$ cat src/rtl/bsd_pkg.sv
// Package: widths, constants and types shared by the box distance block.
`timescale 1ns / 1ps
`default_nettype none
package bsd_pkg;

    localparam int CW     = 32;          // coordinate width
    localparam int FRAC   = 16;          // fraction bits
    localparam int HW     = CW - 1;      // half extent / excess width
    localparam int DW     = CW + 1;      // difference width
    localparam int SQW    = 2 * HW;      // square width
    localparam int SUMW   = 2 * CW;      // sum of squares width
    localparam int REMW   = CW + 2;      // root remainder width
    localparam int STEPS  = CW;          // root bits, one per stage
    localparam int QDEPTH = 4;
    localparam int QPW    = $clog2(QDEPTH);
    localparam int CIW    = 3;           // config index width

    localparam logic [CW-1:0] DIST_MAX    = {1'b0, {(CW-1){1'b1}}};
    localparam logic [CW-1:0] DIST_INSIDE = {{(CW-FRAC){1'b1}}, {FRAC{1'b0}}};
    localparam logic [HW-1:0] HALF_ONE    = {{(HW-FRAC-1){1'b0}}, 1'b1, {FRAC{1'b0}}};

    localparam logic [CIW-1:0] REG_CENTER_X    = 3'd0;
    localparam logic [CIW-1:0] REG_CENTER_Y    = 3'd1;
    localparam logic [CIW-1:0] REG_CENTER_Z    = 3'd2;
    localparam logic [CIW-1:0] REG_HALF_WIDTH  = 3'd3;
    localparam logic [CIW-1:0] REG_HALF_HEIGHT = 3'd4;
    localparam logic [CIW-1:0] REG_HALF_LENGTH = 3'd5;

    typedef enum logic [1:0] {
        K_CALC   = 2'd0,
        K_INSIDE = 2'd1,
        K_SAT    = 2'd2
    } t_kind;

    typedef struct packed {
        logic signed [CW-1:0] point_x;
        logic signed [CW-1:0] point_y;
        logic signed [CW-1:0] point_z;
    } t_point;

    typedef struct packed {
        logic signed [CW-1:0] distance;
        logic                 saturated;
    } t_result;

    typedef struct packed {
        logic [CW-1:0] center_x;
        logic [CW-1:0] center_y;
        logic [CW-1:0] center_z;
        logic [HW-1:0] half_width;
        logic [HW-1:0] half_height;
        logic [HW-1:0] half_length;
    } t_cfg;

    // classified item handed from front to back
    typedef struct packed {
        t_kind         kind;
        logic [HW-1:0] ex;
        logic [HW-1:0] ey;
        logic [HW-1:0] ez;
    } t_cls;

endpackage
`default_nettype wire

$ cat src/rtl/bsd_queue.sv
// Short show-ahead queue between front and back.
`timescale 1ns / 1ps
`default_nettype none
module bsd_queue (
    input  wire logic          i_clk,
    input  wire logic          i_rst_n,
    input  wire logic          i_push,
    input  wire bsd_pkg::t_cls i_data,
    output logic               o_ready,
    output logic               o_valid,
    input  wire logic          i_pop,
    output bsd_pkg::t_cls      o_data
);

    bsd_pkg::t_cls           r_mem [bsd_pkg::QDEPTH];
    logic [bsd_pkg::QPW-1:0] r_wp, r_rp;
    logic [bsd_pkg::QPW:0]   r_cnt;

    assign o_ready = r_cnt != bsd_pkg::QPW'(0) + (bsd_pkg::QPW+1)'(bsd_pkg::QDEPTH);
    assign o_valid = r_cnt != '0;
    assign o_data  = r_mem[r_rp];

    always_ff @(posedge i_clk) begin
        if (!i_rst_n) begin
            r_wp  <= '0;
            r_rp  <= '0;
            r_cnt <= '0;
        end else begin
            if (i_push) r_wp <= r_wp + 1'b1;
            if (i_pop)  r_rp <= r_rp + 1'b1;
            case ({i_push, i_pop})
                2'b10:   r_cnt <= r_cnt + 1'b1;
                2'b01:   r_cnt <= r_cnt - 1'b1;
                default: r_cnt <= r_cnt;
            endcase
        end
    end

    always_ff @(posedge i_clk) begin
        if (i_push) r_mem[r_wp] <= i_data;
    end

endmodule
`default_nettype wire

$ cat config.mk
export PLATFORM = sky130hd
export DESIGN_NAME = bsd_queue
export DESIGN_NICKNAME = d
export VERILOG_FILES = /design/src/rtl/bsd_pkg.sv /design/src/rtl/bsd_queue.sv
export SDC_FILE = /design/constraint.sdc
export NUM_CORES = 1
export LEC_CHECK = 0
export ABC_CLOCK_PERIOD_IN_PS = 6300
export BUFFER_PORTS_ARGS = -buffer_cell sky130_fd_sc_hd__buf_2
export CAP_MARGIN = 20
export CORE_ASPECT_RATIO = 1.25
export CORE_MARGIN = 1.5
export CORE_UTILIZATION = 45
export CTS_CLUSTER_DIAMETER = 100
export DETAILED_ROUTE_END_ITERATION = 6
export SETUP_SLACK_MARGIN = 0.02
export SYNTH_ARGS = -nofsm -noshare
export SYNTH_HDL_FRONTEND = slang
export SYNTH_SLANG_ARGS = --single-unit
export TNS_END_PERCENT = 100
$ cat constraint.sdc
create_clock -name i_clk -period 6.3 [get_ports i_clk]
set_input_delay 1.26 -clock i_clk [delete_from_list [all_inputs] [get_ports i_clk]]
set_output_delay 1.26 -clock i_clk [all_outputs]
set_load 0.005 [all_outputs]
==> results.ini <==
[floorplan]
dieWidth_um = 161.9
dieArea_mm2 = 0.03264
rows = 72
ios = 196
coreArea_mm2 = 0.03099
die_y_um = 201.6
start_util_pct = 45.83

[finish]
post-route-util_pct = 54.09
multi_input_area_mm2 = 0.002397
seqCellArea_mm2 = 0.01160
syn_to_final_growth_pct = 18.02
stdcell_area_mm2 = 0.01676
final_cells = 1194
nets = 869
fillers = 2411
final_layout_size_suffix_gt1_share_pct = 44.84

[setup_path]
reg2reg_from = r_wp[0]$_SDFFE_PN0P_
cp.arrival_ns = 2.67
critical_path.cell_chain = buf_4, mux4_2, buf_2
cp_slowest_cell = dfxtp_4
crit_buf_inv = 2
reg2reg_slack_ns = 3.90
slowest_delay_ns = 1.06
path_class = reg2out
endpoint_kind = output port
cp.required_ns = 5.04
start_kind = flop
critPathTopFamily = flip-flops
crit_path_max_fanout = 69

[timing]
period_needed_ns = 3.932
finClkSkew_ns = 0.01674
setup_slack_ns = 2.368
hold_viol_final = 0
period_share_pct = 62.41
fmax_mhz = 254.3
tns_ns = 0
relSlewSlack_pct = 27.18
worst_pin_slew_ns = 1.092
setup_violations = 0
drv_slew = 0
grt_setup_unrepaired = no

[cts]
cts.sinks = 389
clk_path_buf_depth = 3
cts_tree = built
cts_made_buffers = 39
clkTransAtPathRegs_ns = 0.05
cts_resized = 0
cts_setup_buffers = 0
holdBufCountCts = 0
clock_latency_ns = 0.52
cts.htree.levels = 2
clock-root-buffer = clkbuf_16

[global_route]
grt_util_all_layers_pct = 16.62
grt_max_degree = 70
antenna_found_initial = 5
grt_overflow_total = 0
grt_pass1_wl_mm = 40.64
grt_pass1_vias = 7131

[synthesis]
synth_top_area_share_pct = 80.35
ys_types = 20
syn_inst = 543
ys_top_cells_by_count = 380 x edfxtp_1, 95 x mux4_2, 11 x buf_2
synth_nets = 648
synthesis.area_mm2 = 0.01420
synth_top_cell_by_area = edfxtp_1
synth_edf_count = 380
ys.flop_type = edfxtp_1
syn-mean-instance-area_um2 = 26.16
yosysSeqAreaShare_pct = 81.61
synthTopCellsByArea = edfxtp_1 80%, mux4_2 15%, dfxtp_1 1.3%, buf_12 0.85%, and2_1 0.44%
ys_ff_latch = 389
synth_most_common_cell = edfxtp_1
ys_async_sr_fraction_pct = 0
yosys_warnings = 0

[drt]
wire_per_inst_um = 21.87
antenna_left = 0
vias = 6304
post-route-drc-count = 0
drtIter0Drc = 351
vias_per_cell = 5.280
wl_mm = 26.11
drt_first_pass_iters = 4

[place]
placed_cells = 1129
hpwlAfterDp_mm = 15.34
gp_congestion = 0.7310
placed_cell_area_mm2 = 0.01556
io_buffer_count = 195
post-place-ws_ns = 2.665

[status]
status = complete, no violations

[pwr]
leakage_nw = 5.607
pwr_density_cell_mw_per_mm2 = 335.9
ir_drop_v = 0.0002052

[hold_path]
hold_path.class = reg2reg
min_from = r_cnt[2]$_SDFFE_PN0P_

[job]
maxCapViolations = 0

## tightest hold or removal path: stages, from the launching register on
cell and delay, ns:
dfxtp_1 0.33, o21ai_0 0.08, a21boi_0 0.09
## layout make-up
class                           instances  share of cell area [%]
Antenna cell                            2                 0.02986
Clock buffer                           45                   6.210
Clock inverter                         17                  0.7614
Inverter                                6                  0.1344
Multi-Input combinational cell        126                   14.30
Sequential cell                       389                   69.19
Tap cell                              407                   3.038
Timing Repair Buffer                  202                   6.330
## state kept, by name, summed over array words and instances, names as in the netlist, named ones only
signal,cells
r_mem,380
r_cnt,3
r_rp,2
r_wp,2
## power by group
part | total [mW] | internal (mW) | leakage (nW) | switching [mW]
registers | 3.02 | 2.97 | 3.57 | 0.0465
logic | 0.480 | 0.241 | 1.46 | 0.238
clock network | 2.13 | 1.25 | 0.576 | 0.879
total | 5.63 | 4.47 | 5.61 | 1.16
## cell usage in the layout, fill, tap and decap left out, drive strengths merged
master	n
a21boi	1
fa	1
dfxtp	9
diode	2
o21ai	2
mux4	95
nor2b	1
xor2	3
or3	2
clkbuf	45
clkinv	14
ha	5
inv	7
xnor2	2
buf	202
nand2	2
and2	10
edfxtp	380
nand3	1
mux2i	1
bufinv	2
## worst paths after layout
kind | endpoint | cells after the start
setup / recovery | o_data[83] | 3
hold / removal | r_cnt[2]$_SDFFE_PN0P_ | 2
setup reg to reg | r_mem[2][22]$_DFFE_PP_ | 4
hold reg to reg | r_cnt[2]$_SDFFE_PN0P_ | 2
## cells by family (layout without fill, tap and decap cells)
kind of cell | Yosys count | count (layout) | synth area share [%]
flops | 389 | 389 | 81.61
mux | 96 | 96 | 15.14
buf+inv | 28 | 270 | 1.577
simple gates | 16 | 16 | 0.6607
fa+ha+maj | 6 | 6 | 0.5815
xor+xnor | 5 | 5 | 0.3084
compound gates | 3 | 3 | 0.1234
other cells | 0 | 2 | 0
## metal layers
layer  global-route usage [%]  vias up  wire length (µm)  part of all wire [%]
li1                         -     2767                 -                     -
met1                    20.12     3312             10180                    39
met2                    28.95      180             13700                    52
met3                    4.535       41              1687                   6.5
met4                    5.177        4               524                   2.0
met5                        0        -                23                 0.088
## per-stage QoR
step	hold slack, ns	total power, mW
2_1_floorplan	0.4723	3.349
3_3_place_gp	0.4814	3.549
3_5_place_dp	0.5448	3.568
4_1_cts	0.5501	5.702
5_1_grt	0.5668	5.836
6_report	0.5482	5.631
(Power assumes the default switching activity.)
