===== src/rtl/bsd_pkg.sv =====
// Package: widths, constants and types shared by the box distance block.
`timescale 1ns / 1ps
`default_nettype none
package bsd_pkg;

    localparam int CW     = 32;          // coordinate width
    localparam int FRAC   = 16;          // fraction bits
    localparam int HW     = CW - 1;      // half extent / excess width
    localparam int DW     = CW + 1;      // difference width
    localparam int SQW    = 2 * HW;      // square width
    localparam int SUMW   = 2 * CW;      // sum of squares width
    localparam int REMW   = CW + 2;      // root remainder width
    localparam int STEPS  = CW;          // root bits, one per stage
    localparam int QDEPTH = 4;
    localparam int QPW    = $clog2(QDEPTH);
    localparam int CIW    = 3;           // config index width

    localparam logic [CW-1:0] DIST_MAX    = {1'b0, {(CW-1){1'b1}}};
    localparam logic [CW-1:0] DIST_INSIDE = {{(CW-FRAC){1'b1}}, {FRAC{1'b0}}};
    localparam logic [HW-1:0] HALF_ONE    = {{(HW-FRAC-1){1'b0}}, 1'b1, {FRAC{1'b0}}};

    localparam logic [CIW-1:0] REG_CENTER_X    = 3'd0;
    localparam logic [CIW-1:0] REG_CENTER_Y    = 3'd1;
    localparam logic [CIW-1:0] REG_CENTER_Z    = 3'd2;
    localparam logic [CIW-1:0] REG_HALF_WIDTH  = 3'd3;
    localparam logic [CIW-1:0] REG_HALF_HEIGHT = 3'd4;
    localparam logic [CIW-1:0] REG_HALF_LENGTH = 3'd5;

    typedef enum logic [1:0] {
        K_CALC   = 2'd0,
        K_INSIDE = 2'd1,
        K_SAT    = 2'd2
    } t_kind;

    typedef struct packed {
        logic signed [CW-1:0] point_x;
        logic signed [CW-1:0] point_y;
        logic signed [CW-1:0] point_z;
    } t_point;

    typedef struct packed {
        logic signed [CW-1:0] distance;
        logic                 saturated;
    } t_result;

    typedef struct packed {
        logic [CW-1:0] center_x;
        logic [CW-1:0] center_y;
        logic [CW-1:0] center_z;
        logic [HW-1:0] half_width;
        logic [HW-1:0] half_height;
        logic [HW-1:0] half_length;
    } t_cfg;

    // classified item handed from front to back
    typedef struct packed {
        t_kind         kind;
        logic [HW-1:0] ex;
        logic [HW-1:0] ey;
        logic [HW-1:0] ez;
    } t_cls;

endpackage
`default_nettype wire


===== src/rtl/bsd_front.sv =====
// Front end: per-axis offsets, inside test and excess classification.
`timescale 1ns / 1ps
`default_nettype none
module bsd_front (
    input  wire logic           i_clk,
    input  wire logic           i_rst_n,
    input  wire bsd_pkg::t_cfg  i_cfg,
    input  wire logic           push,
    input  wire bsd_pkg::t_point i_point,
    output logic                full,
    input  wire logic           i_q_ready,
    output logic                o_q_push,
    output bsd_pkg::t_cls       o_q_data
);

    logic                  r_va, r_vb, r_vc;
    logic [bsd_pkg::DW-1:0] r_d [3];
    logic [bsd_pkg::DW-1:0] r_a [3];
    bsd_pkg::t_cls          r_cls;
    logic                  en;

    logic [bsd_pkg::CW-1:0] p [3];
    logic [bsd_pkg::CW-1:0] c [3];
    logic [bsd_pkg::HW-1:0] h [3];
    logic [bsd_pkg::DW-1:0] n_d [3];
    logic [bsd_pkg::DW-1:0] n_a [3];
    logic [bsd_pkg::DW-1:0] e [3];
    logic [2:0]             in_ax, sat_ax;
    bsd_pkg::t_cls          n_cls;

    assign en       = !r_vc || i_q_ready;
    assign full     = !en;
    assign o_q_push = r_vc && i_q_ready;
    assign o_q_data = r_cls;

    always_comb begin
        p[0] = i_point.point_x;
        p[1] = i_point.point_y;
        p[2] = i_point.point_z;
        c[0] = i_cfg.center_x;
        c[1] = i_cfg.center_y;
        c[2] = i_cfg.center_z;
        h[0] = i_cfg.half_width;
        h[1] = i_cfg.half_height;
        h[2] = i_cfg.half_length;
        for (int i = 0; i < 3; i++) begin
            n_d[i] = {p[i][bsd_pkg::CW-1], p[i]} - {c[i][bsd_pkg::CW-1], c[i]};
            n_a[i] = r_d[i][bsd_pkg::DW-1] ? (~r_d[i] + bsd_pkg::DW'(1)) : r_d[i];
            in_ax[i] = r_a[i] < {2'b00, h[i]};
            e[i] = (r_a[i] > {2'b00, h[i]}) ? (r_a[i] - {2'b00, h[i]}) : '0;
            sat_ax[i] = e[i][bsd_pkg::DW-1:bsd_pkg::HW] != 2'b00;
        end
        if (&in_ax) begin
            n_cls.kind = bsd_pkg::K_INSIDE;
        end else if (|sat_ax) begin
            n_cls.kind = bsd_pkg::K_SAT;
        end else begin
            n_cls.kind = bsd_pkg::K_CALC;
        end
        n_cls.ex = e[0][bsd_pkg::HW-1:0];
        n_cls.ey = e[1][bsd_pkg::HW-1:0];
        n_cls.ez = e[2][bsd_pkg::HW-1:0];
    end

    always_ff @(posedge i_clk) begin
        if (!i_rst_n) begin
            r_va <= 1'b0;
            r_vb <= 1'b0;
            r_vc <= 1'b0;
        end else if (en) begin
            r_va <= push;
            r_vb <= r_va;
            r_vc <= r_vb;
        end
    end

    always_ff @(posedge i_clk) begin
        if (en) begin
            r_d   <= n_d;
            r_a   <= n_a;
            r_cls <= n_cls;
        end
    end

endmodule
`default_nettype wire


===== config.mk =====
export PLATFORM = sky130hd
export DESIGN_NAME = bsd_front
export DESIGN_NICKNAME = d
export VERILOG_FILES = /design/src/rtl/bsd_pkg.sv /design/src/rtl/bsd_front.sv
export SDC_FILE = /design/constraint.sdc
export NUM_CORES = 1
export LEC_CHECK = 0
export ABC_AREA = 1
export BUFFER_PORTS_ARGS = -buffer_cell sky130_fd_sc_hd__buf_2
export CAP_MARGIN = 20
export CORE_MARGIN = 8
export CORE_UTILIZATION = 55
export CTS_BUF_LIST = sky130_fd_sc_hd__clkbuf_4 sky130_fd_sc_hd__clkbuf_8
export DETAILED_ROUTE_END_ITERATION = 8
export PLACE_DENSITY_LB_ADDON = 0.08
export SLEW_MARGIN = 40
export SYNTH_ARGS = -nofsm -noshare
export SYNTH_HDL_FRONTEND = slang
export SYNTH_SLANG_ARGS = --single-unit

===== constraint.sdc =====
create_clock -name i_clk -period 19.68 [get_ports i_clk]
set_clock_uncertainty 0.15 [all_clocks]
set_input_delay 3.936 -clock i_clk [delete_from_list [all_inputs] [get_ports i_clk]]
set_output_delay 3.936 -clock i_clk [all_outputs]
set_load 0.005 [all_outputs]

==> results.py <==
metrics = {
    "placed_design": {
        "placed_area_um2": 27500,
        "portBuffers": 385,
        "hpwlAfterDp_um": 59600,
        "place_inst": 4384,
        "gp_congestion": 0.975,
    },
    "synthesis": {
        "yosys_warnings": 0,
        "syn-num-nets": 3901,
        "synthesis.instances": 3414,
        "synth_area_leader_cell": "edfxtp_1",
        "syn_avg_cell_area_um2": 7.29,
        "synth.area.top_cells": "edfxtp_1 (35%), nand2_1 (13%), inv_1 (10%)",
        "netlist-cell-type-count": 50,
        "syn_area_um2": 24900,
        "synth_top_cell_area_share": 0.354,
        "synth_seq_cells": 296,
        "yosysSeqAreaShare": 0.356,
    },
    "worst_hold_path": {
        "hold_class": "flop to flop",
    },
    "floorplanning": {
        "initial_core_util": 0.553,
        "fp.coreArea_um2": 45000,
        "die_h_um": 229,
        "rows": 78,
        "fp.dieArea_um2": 52300,
        "die_w_um": 229,
        "io_pins": 386,
    },
    "cts": {
        "htree_levels": 2,
        "clock-sinks": 296,
        "root_buffer": "clkbuf_8",
        "cts_made_buffers": 51,
        "post_cts_resized": 0,
        "hold_buffers": 0,
        "tritoncts": "done",
        "cts.reportedPaths.clkPinSlew_ns": 0.06,
        "clk_latency_ns": 0.64,
        "clockBufferDepth": 3,
        "post-cts-setup-buffers": 0,
    },
    "grt": {
        "grt_pass1_wl_um": 113000,
        "overflow": 0,
        "grt_max_degree": 167,
        "antenna_found_initial": 5,
        "first_global_vias": 23300,
        "grt_usage": 0.263,
    },
    "pwr": {
        "seqPwrFrac": 0.344,
        "p_int_mw": 1.90,
        "power.switching_mw": 1.32,
        "swShare": 0.409,
        "total_leakage_power_nw": 14.7,
        "combPwrFrac": 0.460,
        "clkPwrFrac": 0.196,
        "vdd_drop_max_mv": 0.0669,
        "power.density_nw_per_um2": 112,
    },
    "routing": {
        "vias": 23300,
        "drt-initial-drc-count": 1480,
        "avgViaCountPerCell": 5.20,
        "drc": 0,
        "wl_per_cell_um": 15.8,
        "postRouteAntennaNets": 0,
        "wirelength_um": 71000,
        "drt-pass1-iter-count": 5,
    },
    "critical_path": {
        "cp_common_cell": "buf_2",
        "worstPathRequired_ns": 15.59,
        "end_kind": "output port",
        "cp_top_family": "simple AND/OR/NAND/NOR gates",
        "cpMaxStageDelayCell": "nor2_1",
        "startpoint_type": "input pin",
        "crit_path_cell_trace": "buf_2 > nor2_1 > buf_2",
        "crit_buf_inv": 2,
        "worstPathArrival_ns": 4.75,
        "max_stage_delay_ns": 0.47,
        "critPathKind": "input pin to output port",
        "cp_max_fo": 5,
    },
    "timing": {
        "fin_tns_setup_ns": 0,
        "slew_viol_final": 0,
        "worstMarginPinSlew_ns": 0.759,
        "fin_crit_sh": 0.449,
        "final_hold_viol_count": 0,
        "whs_ns": 0.314,
        "layout_min_cycle_time_ns": 8.83,
        "setup_viol": 0,
        "fmax_mhz": 113,
        "relSlewSlack": 0.488,
        "rsz0062_at_grt": "no",
    },
    "finish": {
        "final_cell_mix": "nand2_1 (846), inv_1 (661), buf_2 (385), nor2_1 (371), edfxtp_1 (293)",
        "layout_commonest_cell": "nand2_1",
        "drive_above_1_share": 0.146,
        "stdcell_count": 4482,
        "area_growth_pct": 15.3,
        "nFillCells": 4138,
        "final_nets": 4325,
        "fin_area_um2": 28700,
    },
    "outcome": {
        "outcome": "finished, final reports clean",
    },
    "flow_run": {
        "max_cap_viol_count": 0,
    },
}
## layout make-up
type,instances,area (µm²),share of cell area
diodes,3,7.51,0.000262
well taps,600,751,0.0262
multi-input cells,2429,13400,0.467
inverters,672,2540,0.0884
repair buffers,388,1980,0.0691
flip-flops and latches,296,8860,0.309
clock inverters,26,312,0.0109
clock buffers,68,836,0.0291
## power groups by stage
stage	clock network, mW	registers, mW	logic (mW)
detailed placement	0	1.12	1.47
finish	0.630	1.11	1.48
CTS	0.642	1.11	1.48
floorplan	0	1.08	1.02
global placement	0	1.12	1.44
global route	0.670	1.13	1.67
## kinds of logic (layout without fill, tap and decap cells)
family	after synthesis	count (layout)	share of synthesized area
fa+ha+maj	198	198	0.101
compound gates	498	498	0.113
simple gates	1543	1543	0.258
xor+xnor	190	190	0.0669
other cells	0	3	0
flops	296	296	0.356
buf+inv	689	1154	0.105
## stage by stage
stage               power (mW)  setup slack [ns]   util
finish                    3.22             10.85  0.638
global route              3.47             10.78  0.638
CTS                       3.23             10.89  0.637
detailed placement        2.59             10.90  0.611
global placement          2.56             10.92  0.611
floorplan                 2.11              9.18      -
## final timing paths
kind         cells after the start       from      endpoint  slack, ns
max                              3  i_q_ready          full      10.85
min                              0    r_d[66]       r_a[66]       0.31
max reg2reg                     12    r_a[33]  o_q_data[45]      16.56
min reg2reg                      0    r_d[66]       r_a[66]       0.31
## routing by layer
layer / share of wire / wire length (µm) / track usage
met5: 0.00037 / 26 / 0
met4: 0.034 / 2410 / 0.0946
met3: 0.058 / 4100 / 0.0441
met2: 0.51 / 36200 / 0.491
met1: 0.40 / 28200 / 0.296
## synthesized netlist by cell type, drive strengths merged
| cell | instances |
|---|---|
| nand2 | 853 |
| inv | 671 |
| nor2 | 400 |
| edfxtp | 293 |
| a21oi | 238 |
| ha | 192 |
| xor2 | 140 |
| o21ai | 137 |
| nand3 | 120 |
| nor3 | 64 |
| xnor2 | 50 |
| o21bai | 43 |
| nand4 | 38 |
| or2 | 36 |
| a31oi | 26 |
| a21boi | 18 |
| nor4 | 16 |
| a21o | 11 |
| clkbuf | 10 |
| and2 | 7 |
| buf | 7 |
| o211ai | 7 |
| fa | 6 |
| o2111ai | 6 |
| o31ai | 4 |
| and3 | 3 |
| dfxtp | 3 |
| nand3b | 3 |
| nor3b | 3 |
| a2111oi | 2 |
| a211oi | 2 |
| o21a | 2 |
| a31o | 1 |
| clkinv | 1 |
| o41ai | 1 |
## sequential cells by signal, summed over array words and instances (netlist names)
name      cells
r_a          99
r_d          99
o_q_data     95
r_va          1
r_vb          1
r_vc          1
Power figures use the tool's default switching activity.
